## config.mk

```make
export PLATFORM = sky130hd
export DESIGN_NAME = cle_ctrl
export DESIGN_NICKNAME = d
export VERILOG_FILES = /design/src/cle_pkg.sv /design/src/cle_ctrl.sv
export SDC_FILE = /design/constraint.sdc
export NUM_CORES = 1
export LEC_CHECK = 0
export ABC_AREA = 1
export ABC_CLOCK_PERIOD_IN_PS = 2600
export BUFFER_PORTS_ARGS = -buffer_cell sky130_fd_sc_hd__clkbuf_2
export CORE_MARGIN = 4
export CORE_UTILIZATION = 53
export CTS_CLUSTER_DIAMETER = 150
export DETAILED_ROUTE_END_ITERATION = 16
export PLACE_DENSITY = 0.91
export SLEW_MARGIN = 30
export SYNTH_ARGS = -nofsm -noshare
export SYNTH_HDL_FRONTEND = slang
export SYNTH_SLANG_ARGS = --single-unit
```

## constraint.sdc

```tcl
create_clock -name clk -period 2.6 [get_ports clk]
set_input_delay 0.52 -clock clk [delete_from_list [all_inputs] [get_ports clk]]
set_output_delay 0.52 -clock clk [all_outputs]
set_load 0.03 [all_outputs]
```

## src/cle_pkg.sv

```systemverilog
package cle_pkg;

	// buffer geometry
	localparam int CAPACITY = 256;
	localparam int LEN_W    = $clog2(CAPACITY);
	localparam int GRP_SZ   = 16;
	localparam int NGRP     = (CAPACITY + GRP_SZ - 1) / GRP_SZ;

	// printable ascii range for insert
	localparam logic [7:0] CHAR_LO = 8'd32;
	localparam logic [7:0] CHAR_HI = 8'd126;

	// edit opcodes
	localparam logic [3:0] OP_CLEAR  = 4'd0;
	localparam logic [3:0] OP_LOAD   = 4'd1;
	localparam logic [3:0] OP_INSERT = 4'd2;
	localparam logic [3:0] OP_BKSP   = 4'd3;
	localparam logic [3:0] OP_DEL    = 4'd4;
	localparam logic [3:0] OP_LEFT   = 4'd5;
	localparam logic [3:0] OP_RIGHT  = 4'd6;
	localparam logic [3:0] OP_HOME   = 4'd7;
	localparam logic [3:0] OP_END    = 4'd8;
	localparam logic [3:0] OP_READ   = 4'd9;

	// per-cell update modes
	localparam logic [1:0] CELL_HOLD  = 2'd0;
	localparam logic [1:0] CELL_WRITE = 2'd1;
	localparam logic [1:0] CELL_SHR   = 2'd2;
	localparam logic [1:0] CELL_SHL   = 2'd3;

	// command broadcast to every cell
	typedef struct packed {
		logic [1:0]       mode;
		logic [LEN_W-1:0] point;
		logic [7:0]       ch;
	} cell_cmd_t;

	// outcome of one request
	typedef struct packed {
		logic             accepted;
		logic [LEN_W-1:0] len;
		logic [LEN_W-1:0] cur;
	} edit_res_t;

	// low byte of a length or cursor value
	function automatic logic [7:0] to_byte(input logic [LEN_W-1:0] v);
		logic [LEN_W+7:0] w;
		w = {8'd0, v};
		return w[7:0];
	endfunction

	// byte position widened or narrowed to index width
	function automatic logic [LEN_W-1:0] to_idx(input logic [7:0] b);
		logic [LEN_W+7:0] w;
		w = {{LEN_W{1'b0}}, b};
		return w[LEN_W-1:0];
	endfunction

	// byte position below a length
	function automatic logic pos_below(input logic [7:0] b, input logic [LEN_W-1:0] v);
		logic [LEN_W+7:0] wb;
		logic [LEN_W+7:0] wv;
		wb = {{LEN_W{1'b0}}, b};
		wv = {8'd0, v};
		return wb < wv;
	endfunction

endpackage

```

## src/cle_ctrl.sv

```systemverilog
module cle_ctrl (
	input  logic               clk,
	input  logic               arst_n,
	input  logic               fire,
	input  logic [3:0]         opcode,
	input  logic [7:0]         char_in,
	input  logic [7:0]         read_position,
	output cle_pkg::cell_cmd_t cmd,
	output cle_pkg::edit_res_t res
);
	import cle_pkg::*;

	logic [LEN_W-1:0] len_q;
	logic [LEN_W-1:0] cur_q;
	logic             full;
	edit_res_t        nxt;
	cell_cmd_t        cmd_d;

	assign full = (len_q == LEN_W'(CAPACITY - 1));

	// decode the edit and the new length and cursor
	always_comb begin
		nxt.accepted = 1'b0;
		nxt.len      = len_q;
		nxt.cur      = cur_q;
		cmd_d.mode   = CELL_HOLD;
		cmd_d.point  = cur_q;
		cmd_d.ch     = char_in;
		case (opcode)
			OP_CLEAR: begin
				nxt.len      = '0;
				nxt.cur      = '0;
				nxt.accepted = 1'b1;
			end
			OP_LOAD: begin
				if (char_in != 8'd0 && !full) begin
					cmd_d.mode   = CELL_WRITE;
					cmd_d.point  = len_q;
					nxt.len      = len_q + 1'b1;
					nxt.cur      = len_q + 1'b1;
					nxt.accepted = 1'b1;
				end
			end
			OP_INSERT: begin
				if (char_in inside {[CHAR_LO:CHAR_HI]} && !full) begin
					cmd_d.mode   = CELL_SHR;
					nxt.len      = len_q + 1'b1;
					nxt.cur      = cur_q + 1'b1;
					nxt.accepted = 1'b1;
				end
			end
			OP_BKSP: begin
				if (cur_q != '0) begin
					cmd_d.mode   = CELL_SHL;
					cmd_d.point  = cur_q - 1'b1;
					nxt.len      = len_q - 1'b1;
					nxt.cur      = cur_q - 1'b1;
					nxt.accepted = 1'b1;
				end
			end
			OP_DEL: begin
				if (cur_q < len_q) begin
					cmd_d.mode   = CELL_SHL;
					nxt.len      = len_q - 1'b1;
					nxt.accepted = 1'b1;
				end
			end
			OP_LEFT: begin
				if (cur_q != '0) begin
					nxt.cur      = cur_q - 1'b1;
					nxt.accepted = 1'b1;
				end
			end
			OP_RIGHT: begin
				if (cur_q < len_q) begin
					nxt.cur      = cur_q + 1'b1;
					nxt.accepted = 1'b1;
				end
			end
			OP_HOME: begin
				if (cur_q != '0) begin
					nxt.cur      = '0;
					nxt.accepted = 1'b1;
				end
			end
			OP_END: begin
				if (cur_q < len_q) begin
					nxt.cur      = len_q;
					nxt.accepted = 1'b1;
				end
			end
			OP_READ: begin
				nxt.accepted = pos_below(read_position, len_q);
			end
			default: nxt.accepted = 1'b0;
		endcase
	end

	// cells only move on an accepted request
	always_comb begin
		cmd = cmd_d;
		if (!fire) cmd.mode = CELL_HOLD;
	end

	assign res = nxt;

	// length and cursor registers
	always_ff @(posedge clk or negedge arst_n) begin
		if (!arst_n) begin
			len_q <= '0;
			cur_q <= '0;
		end else if (fire) begin
			len_q <= nxt.len;
			cur_q <= nxt.cur;
		end
	end

`ifndef SYNTHESIS
	a_cur_in_range: assert property (@(posedge clk) disable iff (!arst_n)
		cur_q <= len_q)
		else $error("cursor beyond length");

	a_clear_empties: assert property (@(posedge clk) disable iff (!arst_n)
		fire && opcode == OP_CLEAR |=> len_q == '0 && cur_q == '0)
		else $error("clear left text behind");

	a_idle_holds: assert property (@(posedge clk) disable iff (!arst_n)
		!fire |=> $stable(len_q) && $stable(cur_q))
		else $error("state moved without a request");

	a_len_capped: assert property (@(posedge clk) disable iff (!arst_n)
		fire && full && (opcode == OP_LOAD || opcode == OP_INSERT) |=> $stable(len_q))
		else $error("length grew past the cap");
`endif

endmodule

```

Word-level counts from Yosys, hierarchy flattened
Cells that the tools add are included.

Add/sub/neg operators: 4. Magnitude comparators: 4. Eq/ne operators: 10. Multiplexer cells: 20. Reductions and logical operators: 9.

Operator list (number): $pmux 8 s8 (1); $mux 17 (3); $pmux 8 s5 (1); $mux 8 (4); $mux 9 (2); $add 8x1->8 const B (2); $eq 4x3->1 const B (4); $lt 8x8->1 (2); $pmux 8 s2 (1); $reduce_bool 8->1 (2); $sub 8x1->8 const B (2); $mux 10 (1); $eq 4x2->1 const B (2); $eq 4x4->1 const B (2); $eq 8x8->1 const B (1); $ge 8x6->1 const B (1); $le 8x7->1 const B (1); $pmux 1 s8 (1); $pmux 2 s4 (1); $mux 2 (3); $eq 4x1->1 const B (1); $logic_not 4->1 (1); $reduce_or 2->1 (2); $logic_and 1x1->1 (3); 2 further kinds (3).

Register bits after elaboration: 16. Input port bits: 23. Output and inout bits: 35.

Depth between registers and ports, before layout
Depth in word-level cells: 6. Gate-level depth with buffers: 16. Mapped depth without buffers: 16.

Worst setup path after synthesis
Ideal clock, no wire load.

Path type: reg2out. Start: register len_q[5]. End: output res[14] in the netlist's numbering. Arrival time: 2.165 ns. Path slack: -0.085 ns. Cell stages (with the launch flop): 13. Path buffers: 4. Path through: dfrtp_1 > buf_2 > inv_1 > buf_2 > ha_1 > a21oi_1 > o21a_1 > clkbuf_1 > buf_2 > nand3_1 > nand3_1 > nand3b_1 > and2_1.

RTL lines: start: declaration (RTL line cle_ctrl.sv:13) `logic [LEN_W-1:0] len_q;`; start signal: assignment (RTL line cle_ctrl.sv:113) `len_q <= nxt.len;`; end: declaration (RTL line cle_ctrl.sv:9) `output cle_pkg::edit_res_t res`.

==> flow_metrics.py <==
metrics = {
    "status": {
        "status": "finished, violations left",
        "violations": "negative setup slack",
    },
    "floorplanning": {
        "fp.dieH_um": 87.3,
        "initial_core_util": 0.553,
        "dieArea_mm2": 0.00762,
        "coreArea_mm2": 0.00603,
        "io_pins": 58,
        "num_rows": 28,
        "chipWidth_um": 87.3,
    },
    "yosys": {
        "synth.area.mux_share": 0,
        "ys_seq_area_frac": 0.120,
        "yosysWarnings": 0,
        "synthArstFlopShare": 1.00,
        "syn_nets": 649,
        "synthTopCellsByArea": "nand2_1, nand3_1, dfrtp_1",
        "synthCells": 606,
        "ys.flop_type": "dfrtp_1",
        "synth_xor_area_frac": 0.0158,
        "avgSynthCellArea_um2": 5.50,
        "synthAdderAreaFrac": 0.0751,
        "synth_common_cells": "nand2_1, nand3_1, nor2_1, inv_1, nand4_1",
        "netlist.area_leader.share": 0.255,
        "yosysTopAreaCell": "nand2_1",
        "synth_most_common_cell": "nand2_1",
        "synthSimpleGateAreaFrac": 0.550,
        "synth_seq_cells": 16,
        "synth_edf_count": 0,
        "synth-compound-area-share": 0.0999,
        "ys_types": 37,
        "synthesis.area_mm2": 0.00333,
        "synth_top_family_by_area": "simple AND/OR/NAND/NOR gates",
    },
    "final_layout": {
        "num_antenna_cells": 0,
        "fill_cells": 413,
        "drive_gt1_frac": 0.374,
        "fin_cells": 810,
        "nets": 780,
        "area.growth.synth_to_final_pct": 48.4,
    },
    "routing": {
        "postRouteAntennaNets": 0,
        "post-route-drc-count": 0,
        "wirelength_um": 16000,
        "drtPass1Iterations": 6,
        "routedWlPerCell_um": 19.7,
        "drt-initial-drc-count": 744,
        "dr_total_vias": 5100,
        "viasPerCell": 6.30,
    },
    "worst_setup_path": {
        "endpoint": "res[14]",
        "cp_max_fo": 7,
        "r2r-end": "len_q[3]",
        "required_ns": 2.08,
        "crit_cells": 13,
        "slowest_delay_ns": 0.47,
        "cp-start-kind": "flop",
        "crit_type": "flop to primary output",
        "cp_common_cell": "nand2_1",
        "r2r_setup_slack_ns": 0.02,
        "path_cells": "inv_4, ha_4, nand2_1, nand2_1, nand2_1, nand2_2, nand2_4, buf_8, nand3_1, nand3_1, nand3b_1, and2_4, clkbuf_8",
        "cp-startpoint": "len_q[1]",
        "critPathCaptureType": "primary output",
        "r2r_cells": 18,
        "r2r-start": "len_q[1]",
        "crit_arrival_ns": 2.23,
        "critPathSlowestCell": "dfrtp_2",
        "crit_buf_inv": 3,
        "cpLargestDelayFamily": "simple AND/OR/NAND/NOR gates",
    },
    "sta": {
        "grt_setup_unrepaired": "true",
        "tightest_slew_ns": 0.515,
        "setup_ws_ns": -0.150,
        "setup_violations": 19,
        "hold_viol": 0,
        "relSlewSlack": 0.656,
        "fmax_ghz": 0.364,
        "period_share": 1.06,
        "finalClockSkew_ns": 0.00139,
        "period_needed_ns": 2.75,
        "drv_slew": 0,
        "fin_tns_setup_ns": -1.22,
    },
    "placed_design": {
        "dpl.hpwl_um": 10900,
        "numPortBuffers": 57,
        "dpl.cell_count": 775,
        "finalWeightedCongestion": 1.10,
    },
    "clocking": {
        "postCtsHoldBufs": 0,
        "clk_path_buf_depth": 2,
        "insertion_delay_ns": 0.25,
        "path_clk_slew_ns": 0.07,
        "cts_made_buffers": 3,
        "cts_tree": "yes",
        "root_buffer": "clkbuf_8",
        "htree_levels": 1,
        "clock_sinks": 16,
    },
    "worst_hold_path": {
        "min_path_type": "input port to asynchronous set/reset pin",
    },
    "global_route": {
        "antenna_found_initial": 0,
        "grt_pass1_wl_um": 23100,
        "grt_max_degree": 20,
        "grt_pass1_vias": 4672,
        "grt-ovfl-total": 0,
        "grt.total_usage": 0.387,
    },
    "power": {
        "power_leakage_uw": 0.00266,
        "power_density_mw_per_mm2": 1300,
        "peakVddDrop_mv": 1.21,
    },
    "run": {
        "cap_violations": 0,
    },
}
## kinds of logic after synthesis
logic type      after synthesis
simple gates                415
buf+inv                      95
compound gates               54
fa+ha+maj                    20
flops                        16
xor+xnor                      6
## flip-flops by register name (all words and copies together), names as in the netlist
name,flops
len_q,8
cur_q,8
## worst min path at each step
stage               endpoint  cells after the start
floorplan           cur_q[0]                      0
global placement    len_q[4]                      1
detailed placement  len_q[4]                      1
CTS                 cur_q[7]                      1
global route        cur_q[0]                      1
finish              len_q[3]                      1
## area by class of cell
type | instances | area [um2] | share of cell area
Tap cell | 75 | 93.8 | 0.0190
Timing Repair Buffer | 161 | 1330 | 0.269
Clock buffer | 3 | 41.3 | 0.00835
Multi-Input combinational cell | 496 | 2840 | 0.575
Sequential cell | 16 | 405 | 0.0820
Inverter | 59 | 233 | 0.0471
## stage by stage
stage,worst slack [ns],total power (uW),util,instance area (um2),hold WS (ns)
5_1_grt,-0.209,6710,0.821,4950,0.254
3_5_place_dp,0.0671,4520,0.671,4050,0.466
6_report,-0.150,6420,0.821,4950,0.213
3_3_place_gp,0.0529,4440,0.671,4050,0.454
4_1_cts,-0.0353,5570,0.766,4620,0.202
2_1_floorplan,0.0393,3130,-,3340,0.224
## per-layer routing
metal  GRT usage  share of wire
met5           0              0
met4       0.198          0.091
met3      0.0624           0.11
met2       0.668           0.45
met1       0.457           0.35
## power by group
group          internal (uW)  switching (uW)  total (uW)
logic                   2290            3420        5720
clock network            103            91.8         195
registers                359             156         514
total                   2750            3670        6420
## cells in the final DEF, fill, tap and decap left out, types with 12 or more instances in the layout
cell type  count
nand3_1       74
nand4_1       22
buf_4         94
nand2_1      217
nand3_2       18
nor2_2        16
inv_2         15
buf_6         13
nand2_2       12
clkbuf_2      32
nor2_1        36
dfrtp_1       12
inv_1         37
## worst register-to-register path: cells and delay by family, from the launching register on
| kind | cells | cell delay (ns) |
|---|---|---|
| flops | 1 | 0.47 |
| buf+inv | 7 | 0.96 |
| fa+ha+maj | 1 | 0.21 |
| simple gates | 10 | 0.84 |
## timing repair
item                                    4_1_cts  5_1_grt
gates resized for setup                      89       93
setup buffers                                21       11
gates cloned                                  1        0
pin swaps                                    24       26
endpoints found under the setup margin       24       28
No activity file was read; power rests on OpenSTA's default activity.
