**config.mk**
```make
export PLATFORM = sky130hd
export DESIGN_NAME = cle_cell
export DESIGN_NICKNAME = d
export VERILOG_FILES = /design/src/cle_pkg.sv /design/src/cle_cell.sv
export SDC_FILE = /design/constraint.sdc
export NUM_CORES = 1
export LEC_CHECK = 0
export ABC_AREA = 1
export BUFFER_PORTS_ARGS = -buffer_cell sky130_fd_sc_hd__buf_2
export CELL_PAD_IN_SITES_DETAIL_PLACEMENT = 0
export CELL_PAD_IN_SITES_GLOBAL_PLACEMENT = 1
export CORE_MARGIN = 8
export CORE_UTILIZATION = 30
export CTS_BUF_LIST = sky130_fd_sc_hd__clkbuf_16
export DETAILED_ROUTE_END_ITERATION = 10
export PLACE_DENSITY_LB_ADDON = 0.1
export SYNTH_ARGS = -nofsm -noshare
export SYNTH_HDL_FRONTEND = slang
export SYNTH_SLANG_ARGS = --single-unit
```
**constraint.sdc**
```tcl
create_clock -name clk -period 3.5 [get_ports clk]
set_input_delay 0.175 -clock clk [delete_from_list [all_inputs] [get_ports clk]]
set_output_delay 0.175 -clock clk [all_outputs]
set_load 0.005 [all_outputs]
```
**src/cle_pkg.sv**
```systemverilog
package cle_pkg;

	// buffer geometry
	localparam int CAPACITY = 256;
	localparam int LEN_W    = $clog2(CAPACITY);
	localparam int GRP_SZ   = 16;
	localparam int NGRP     = (CAPACITY + GRP_SZ - 1) / GRP_SZ;

	// printable ascii range for insert
	localparam logic [7:0] CHAR_LO = 8'd32;
	localparam logic [7:0] CHAR_HI = 8'd126;

	// edit opcodes
	localparam logic [3:0] OP_CLEAR  = 4'd0;
	localparam logic [3:0] OP_LOAD   = 4'd1;
	localparam logic [3:0] OP_INSERT = 4'd2;
	localparam logic [3:0] OP_BKSP   = 4'd3;
	localparam logic [3:0] OP_DEL    = 4'd4;
	localparam logic [3:0] OP_LEFT   = 4'd5;
	localparam logic [3:0] OP_RIGHT  = 4'd6;
	localparam logic [3:0] OP_HOME   = 4'd7;
	localparam logic [3:0] OP_END    = 4'd8;
	localparam logic [3:0] OP_READ   = 4'd9;

	// per-cell update modes
	localparam logic [1:0] CELL_HOLD  = 2'd0;
	localparam logic [1:0] CELL_WRITE = 2'd1;
	localparam logic [1:0] CELL_SHR   = 2'd2;
	localparam logic [1:0] CELL_SHL   = 2'd3;

	// command broadcast to every cell
	typedef struct packed {
		logic [1:0]       mode;
		logic [LEN_W-1:0] point;
		logic [7:0]       ch;
	} cell_cmd_t;

	// outcome of one request
	typedef struct packed {
		logic             accepted;
		logic [LEN_W-1:0] len;
		logic [LEN_W-1:0] cur;
	} edit_res_t;

	// low byte of a length or cursor value
	function automatic logic [7:0] to_byte(input logic [LEN_W-1:0] v);
		logic [LEN_W+7:0] w;
		w = {8'd0, v};
		return w[7:0];
	endfunction

	// byte position widened or narrowed to index width
	function automatic logic [LEN_W-1:0] to_idx(input logic [7:0] b);
		logic [LEN_W+7:0] w;
		w = {{LEN_W{1'b0}}, b};
		return w[LEN_W-1:0];
	endfunction

	// byte position below a length
	function automatic logic pos_below(input logic [7:0] b, input logic [LEN_W-1:0] v);
		logic [LEN_W+7:0] wb;
		logic [LEN_W+7:0] wv;
		wb = {{LEN_W{1'b0}}, b};
		wv = {8'd0, v};
		return wb < wv;
	endfunction

endpackage

```
**src/cle_cell.sv**
```systemverilog
module cle_cell (
	input  logic                    clk,
	input  cle_pkg::cell_cmd_t      cmd,
	input  logic [cle_pkg::LEN_W-1:0] idx,
	input  logic [7:0]              left,
	input  logic [7:0]              right,
	output logic [7:0]              data
);
	import cle_pkg::*;

	logic [7:0] data_q;
	logic [7:0] data_d;

	// pick own, neighbor or new character
	always_comb begin
		data_d = data_q;
		case (cmd.mode)
			CELL_WRITE: begin
				if (idx == cmd.point) data_d = cmd.ch;
			end
			CELL_SHR: begin
				if (idx > cmd.point) data_d = left;
				else if (idx == cmd.point) data_d = cmd.ch;
			end
			CELL_SHL: begin
				if (idx >= cmd.point) data_d = right;
			end
			default: data_d = data_q;
		endcase
	end

	always_ff @(posedge clk) begin
		data_q <= data_d;
	end

	assign data = data_q;

endmodule

```
After elaboration in Yosys (flattened, before gate mapping)
Index checks and enable logic that the tools add are counted.
{"block": "totals", "ff_bits": 8, "latch_bits": 0, "ramBits": 0, "romBits": 0, "inputBits": 43, "output_inout_bits": 8, "elab_cells": 14, "memories": 0}
{"block": "op_classes", "addsub": 0, "mul": 0, "div": 0, "magnitude_cmp": 2, "n_eq_ne": 5, "shift": 0, "n_mux": 4, "bitwise": 0, "reduce_logical": 2}
{"cell": "$mux 8", "n": 3}
{"cell": "$pmux 8 s3", "n": 1}
{"cell": "$eq 8x8->1", "n": 1}
{"cell": "$ge 8x8->1", "n": 1}
{"cell": "$gt 8x8->1", "n": 1}
{"cell": "$eq 2x2->1 const B", "n": 2}
{"cell": "$reduce_bool 3->1", "n": 1}
{"cell": "$eq 2x1->1 const B", "n": 1}
{"cell": "$ne 2x2->1 const B", "n": 1}
{"cell": "$reduce_and 2->1", "n": 1}

Longest topological paths before layout
Gate-level depths: netlist of the first run.
{"block": "logic_depth", "depth_word": 4, "ltp_mapped": 14}

Worst setup path before layout of the first run
No wires, ideal clock.
{"block": "synth_path", "path_kind": "input port to flip-flop", "start": "in cmd[15] (netlist name)", "end": "reg data_q[0] (netlist: data[0]) (enable)", "t_arrival_ps": 1247, "required_ps": 3176, "slack_ps": 1929, "path_stages": 9, "path_buffers": 1, "path_cell_list": "inv_1 > ha_1 > nand2_2 > nor2_4 > nand2_4 > buf_2 > nand2_1 > o22ai_1 > inv_1"}
{"block": "synth_via", "elab_chain_len": 3}
{"item": "start: declaration", "line_no": "cle_cell.sv:3", "source": "input cle_pkg::cell_cmd_t cmd,"}
{"item": "$ge 8x8->1", "line_no": "cle_cell.sv:26", "source": "if (idx >= cmd.point) data_d = right;"}
{"item": "$ne 2x2->1 (no source line)"}
{"item": "$reduce_and 2->1 (no source line)"}
{"item": "end signal: assignment", "line_no": "cle_cell.sv:33", "source": "data_q <= data_d;"}
{"item": "end: declaration", "line_no": "cle_cell.sv:11", "source": "logic [7:0] data_q;"}
Every way passes these cells.
A chain may end at the register's enable or synchronous reset.

Worst setup path in the final report of the first run
{"block": "layout_path", "start": "in cmd[15] (netlist name)", "end": "reg data_q[3] (netlist: data[3]) (enable)"}
The elaborated chain is that of the path after synthesis.

==> impl_metrics.json, run 1 <==
{
  "outcome": "finished clean",
  "dr_wl_met2_um": 1190,
  "synth_seq_cells": 8,
  "ctsResizeCount": 0,
  "post_drt_via_cell_ratio": 4.40,
  "setup_viol": 0,
  "fin_crit_ps": 1480,
  "ys_top_cells_by_count": "nand2_1, inv_1, edfxtp_1, ha_1, nand4_1",
  "min_from": "right[6]",
  "max-clock-path-buffers": 2,
  "crit_start": "cmd[15]",
  "seq_area_frac_synth_pct": 28.3,
  "drtAntennaViolNets": 0,
  "die-area_mm2": 0.00479,
  "root_buffer": "clkbuf_16",
  "post-dp-hpwl_um": 1990,
  "synthTopCellsByArea": "edfxtp_1, nand2_1, ha_1",
  "worstMarginPinSlew_ps": 351,
  "synth_cell_types": 20,
  "fin_skew_ps": 0,
  "nets": 234,
  "yosysMostFrequentCell": "nand2_1",
  "criticalPathCategory": "in2reg",
  "cts.sinks": 8,
  "max-slew-margin-rel_pct": 76.6,
  "clk_pin_slew_ps": 40,
  "fillers": 314,
  "top_layer": "met4",
  "wl_per_cell_um": 11.3,
  "hold_viol_final": 0,
  "ir_worst_vdd_v": 0.000241,
  "synthCells": 129,
  "wl_met1_um": 1060,
  "fin_tns_setup_ps": 0,
  "avgSynthCellArea_um2": 6.58,
  "synth_top_area_share_pct": 28.3,
  "cts_buffers": 3,
  "drive_gt1_share_pct": 35.4,
  "coreArea_mm2": 0.00271,
  "met3WireLength_um": 137,
  "gp_congestion": 0.786,
  "grt_pass1_vias": 951,
  "arrival_ps": 1370,
  "worstPathMaxFanout": 19,
  "p_leak_uw": 0.000734,
  "grt_usage_pct": 9.65,
  "syn-num-nets": 180,
  "p_total_uw": 442,
  "maxSlewViolCount": 0,
  "min_period_over_period_pct": 42.2,
  "port_buffers": 50,
  "regToRegStartpoint": "data[6]",
  "yosys_warnings": 0,
  "die_w_um": 69.2,
  "hold_class": "in2reg",
  "power.density_mw_per_mm2": 366,
  "wl_um": 2400,
  "htreeDepth": 1,
  "n_antenna_cell": 0,
  "rsz0062_at_grt": "false",
  "netlist_area_um2": 848,
  "die_y_um": 69.2,
  "grt_pass1_wl_um": 4020,
  "vias": 933,
  "synth_edf_count": 8,
  "clk_latency_ps": 230,
  "yosysTopAreaCell": "edfxtp_1",
  "largest_reg_flops": 8,
  "clock.fmax_mhz": 677,
  "grt_max_degree": 20,
  "dr.pass1.iters": 4,
  "cts_setup_buffers": 0,
  "seqCellArea_um2": 240,
  "startpoint_type": "primary input",
  "drc_errors": 0,
  "multi_input_area_um2": 517,
  "start_util_pct": 31.3,
  "cts_tree": "built",
  "area.growth.synth_to_final_pct": 42.3,
  "drt_iter0_markers": 56,
  "cap_violations": 0,
  "cp-end-kind": "flop",
  "async_flop_share_pct": 0,
  "hold_buffers": 0,
  "cp_data_required_time_ps": 3390,
  "ys.flop_type": "edfxtp_1",
  "grt_overflow": 0,
  "ios": 51,
  "rows": 19,
  "antenna_found_initial": 0
}
==> final cells by class <==
type | instances | share of cell area (%)
Clock buffer | 3 | 6.22
Timing Repair Buffer | 50 | 20.7
Sequential cell | 8 | 19.9
Multi-Input combinational cell | 97 | 42.8
Tap cell | 31 | 3.21
Inverter | 23 | 7.15
==> final timing paths <==
| check | endpoint | slack [ps] | cells after the start |
|---|---|---|---|
| worst min register to register | data[1] | 640 | 4 |
| worst max-delay path | data[3] | 2020 | 9 |
| worst min-delay path | data[6] | 260 | 3 |
| worst max register to register | data[6] | 2500 | 4 |
==> worst max-delay path: stages <==
cell	delay [ps]
buf_2	70
inv_1	30
ha_1	300
nand2_2	70
nor2_4	130
nand2_4	150
nand2_1	90
o22ai_1	80
inv_1	270
==> placed cells by master, fill, tap and decap left out, drive strengths merged <==
| cell | n |
|---|---|
| nand4 | 7 |
| edfxtp | 8 |
| inv | 22 |
| o22ai | 1 |
| buf | 50 |
| nand3 | 3 |
| clkbuf | 3 |
| nor2 | 5 |
| ha | 8 |
| o21ai | 1 |
| or2 | 2 |
| nand2 | 67 |
| a21oi | 2 |
| clkinv | 1 |
| a21o | 1 |
==> through the flow <==
stage	setup WS, ps	hold slack (ps)	cells	util (%)	area (um2)
2_1_floorplan	1930	378	129	-	848
3_3_place_gp	1760	480	209	41.8	1130
3_5_place_dp	1740	485	209	41.8	1130
4_1_cts	1980	251	212	44.6	1210
5_1_grt	1890	260	212	44.6	1210
6_report	2020	257	212	44.6	1210
==> metal layers <==
layer | vias to the layer above | track usage [%]
met3 | 2 | 3.00
met2 | 25 | 16.4
met4 | 0 | 3.42
met1 | 396 | 11.0
li1 | 510 | -
met5 | - | 0
==> power by group <==
group / total (uW) / internal [uW] / switching (uW)
clock network: 192 / 147 / 44.2
logic: 118 / 55.5 / 62.7
registers: 132 / 125 / 6.64
total: 442 / 328 / 114
==> cells by family after synthesis <==
group / after synthesis / synth area share [%]
AND/OR/NAND/NOR: 84 / 45.3
AO/OA/AOI/OAI: 5 / 3.84
buffers and inverters: 24 / 10.8
flip-flops: 8 / 28.3
adder cells (fa/ha/maj): 8 / 11.8
Power figures use the tool's default switching activity.
==> run 2, diff against run 1 <==
- CORE_UTILIZATION: 30 -> 25
- clock period: 3.5 -> 1.26 ns (I/O delays scaled with it)
==> impl_metrics.json, run 2 (synthesis gave the netlist of run 1 again) <==
{
  "area.growth.synth_to_final_pct": 84.2,
  "rsz0062_at_grt": "true",
  "drt_iter0_markers": 19,
  "max-clock-path-buffers": 2,
  "drc_errors": 0,
  "crit_cells": 11,
  "die_w_um": 74.3,
  "criticalPathCategory": "in2reg",
  "path_buf_inv": 2,
  "vias": 994,
  "cts_tree": "built",
  "ir_worst_vdd_v": 0.000669,
  "worstPathMaxFanout": 7,
  "fin_tns_setup_ps": 0,
  "setup_slack_ps": 25.3,
  "grt_usage_pct": 10.5,
  "hold_class": "in2reg",
  "grt_pass1_vias": 1011,
  "hold_viol_final": 0,
  "post-place-ws_ps": -273,
  "power.density_mw_per_mm2": 882,
  "seqCellArea_um2": 240,
  "setup_viol": 0,
  "worstMarginPinSlew_ps": 308,
  "final_cell_area_mm2": 0.00156,
  "slowest_stage": "ha_4",
  "coreArea_mm2": 0.00331,
  "post_drt_via_cell_ratio": 4.18,
  "cap_violations": 0,
  "cp-end-kind": "flop",
  "multi_input_area_um2": 698,
  "clk_pin_slew_ps": 40,
  "r2r_cells": 4,
  "final_cell_mix": "nand2_1, buf_2, inv_1",
  "wl_per_cell_um": 11.9,
  "hold_depth": 3,
  "grt_max_degree": 13,
  "rows": 21,
  "cp_slowest_stage_delay_ps": 260,
  "die-area_mm2": 0.00551,
  "wl_um": 2830,
  "drtAntennaViolNets": 0,
  "largest_reg_flops": 8,
  "cp_data_required_time_ps": 1240,
  "port_buffers": 50,
  "fin_skew_ps": 0,
  "fin_cells": 238,
  "die_y_um": 74.3,
  "p_leak_uw": 0.000829,
  "post-dp-hpwl_um": 2420,
  "arrival_ps": 1210,
  "htreeDepth": 1,
  "cp_top_family": "simple AND/OR/NAND/NOR gates",
  "dpl_cell_area_mm2": 0.00137,
  "grt_overflow": 0,
  "start_util_pct": 25.6,
  "clk_latency_ps": 230,
  "ios": 51,
  "outcome": "finished clean",
  "cp_cell_sequence": "buf_2 -> inv_4 -> ha_4 -> nand2_4 -> nor2_4 -> nand2_4 -> or2_1 -> o21ai_2 -> nand2_1 -> nand3_1 -> nand3_1",
  "root_buffer": "clkbuf_16",
  "dp.cells": 233,
  "fin_crit_ps": 1230,
  "max-slew-margin-rel_pct": 79.4,
  "min_period_over_period_pct": 98.0,
  "grt_pass1_wl_um": 4400,
  "p_total_uw": 1380,
  "cts.sinks": 8,
  "startpoint_type": "primary input",
  "gp_congestion": 0.761,
  "antenna_found_initial": 0,
  "cts_buffers": 3,
  "clock.fmax_mhz": 810,
  "mostFrequentLayoutCell": "nand2_1",
  "maxSlewViolCount": 0,
  "fillers": 354,
  "nets": 245,
  "dr.pass1.iters": 4,
  "n_antenna_cell": 0,
  "drive_gt1_share_pct": 55.2
}
## run 2: final cells by class
| class | count | share of cell area, % |
|---|---|---|
| clock buffers | 3 | 4.80 |
| inverters | 23 | 6.65 |
| multi-input cells | 97 | 44.7 |
| flip-flops and latches | 8 | 15.4 |
| well taps | 46 | 3.68 |
| repair buffers | 61 | 24.8 |
## run 2: report_power, final
part	switching, uW	total, uW	internal, uW
registers	19.3	368	348
clock network	121	530	409
logic	238	481	243
total	379	1380	1000
## run 2: metrics by stage
stage / hold slack, ps / util [%]
finish: 130 / 47.2
global route: 158 / 47.2
detailed placement: 376 / 41.5
global placement: 362 / 41.5
floorplan: 266 / -
CTS: 133 / 43.8
## run 2: routing by layer
metal,vias to the layer above,share of wire [%],track usage [%]
li1,532,-,-
met1,435,39,10.4
met2,25,55,20.3
met3,2,6.0,3.37
met4,0,0.50,2.61
met5,-,0,0
## run 2: worst register-to-register path, stage by stage, from the launching register on
cell and delay (ps):
edfxtp_1 400, o21ai_2 160, nand2_1 60, nand3_1 60
nand3_1 60
## run 2: repair_timing
action | in CTS | in global routing
pin swaps | 2 | 23
endpoints found under the setup margin | 1 | 16
gates resized for setup | 1 | 27
buffers inserted | 0 | 2
hold buffers | 0 | 0
## run 2: final timing paths
kind | slack, ps | end | startpoint
setup / recovery | 30 | data[6] | cmd[15]
hold / removal | 130 | data[6] | right[6]
setup reg to reg | 260 | data[6] | data[6]
hold reg to reg | 660 | data[3] | data[3]
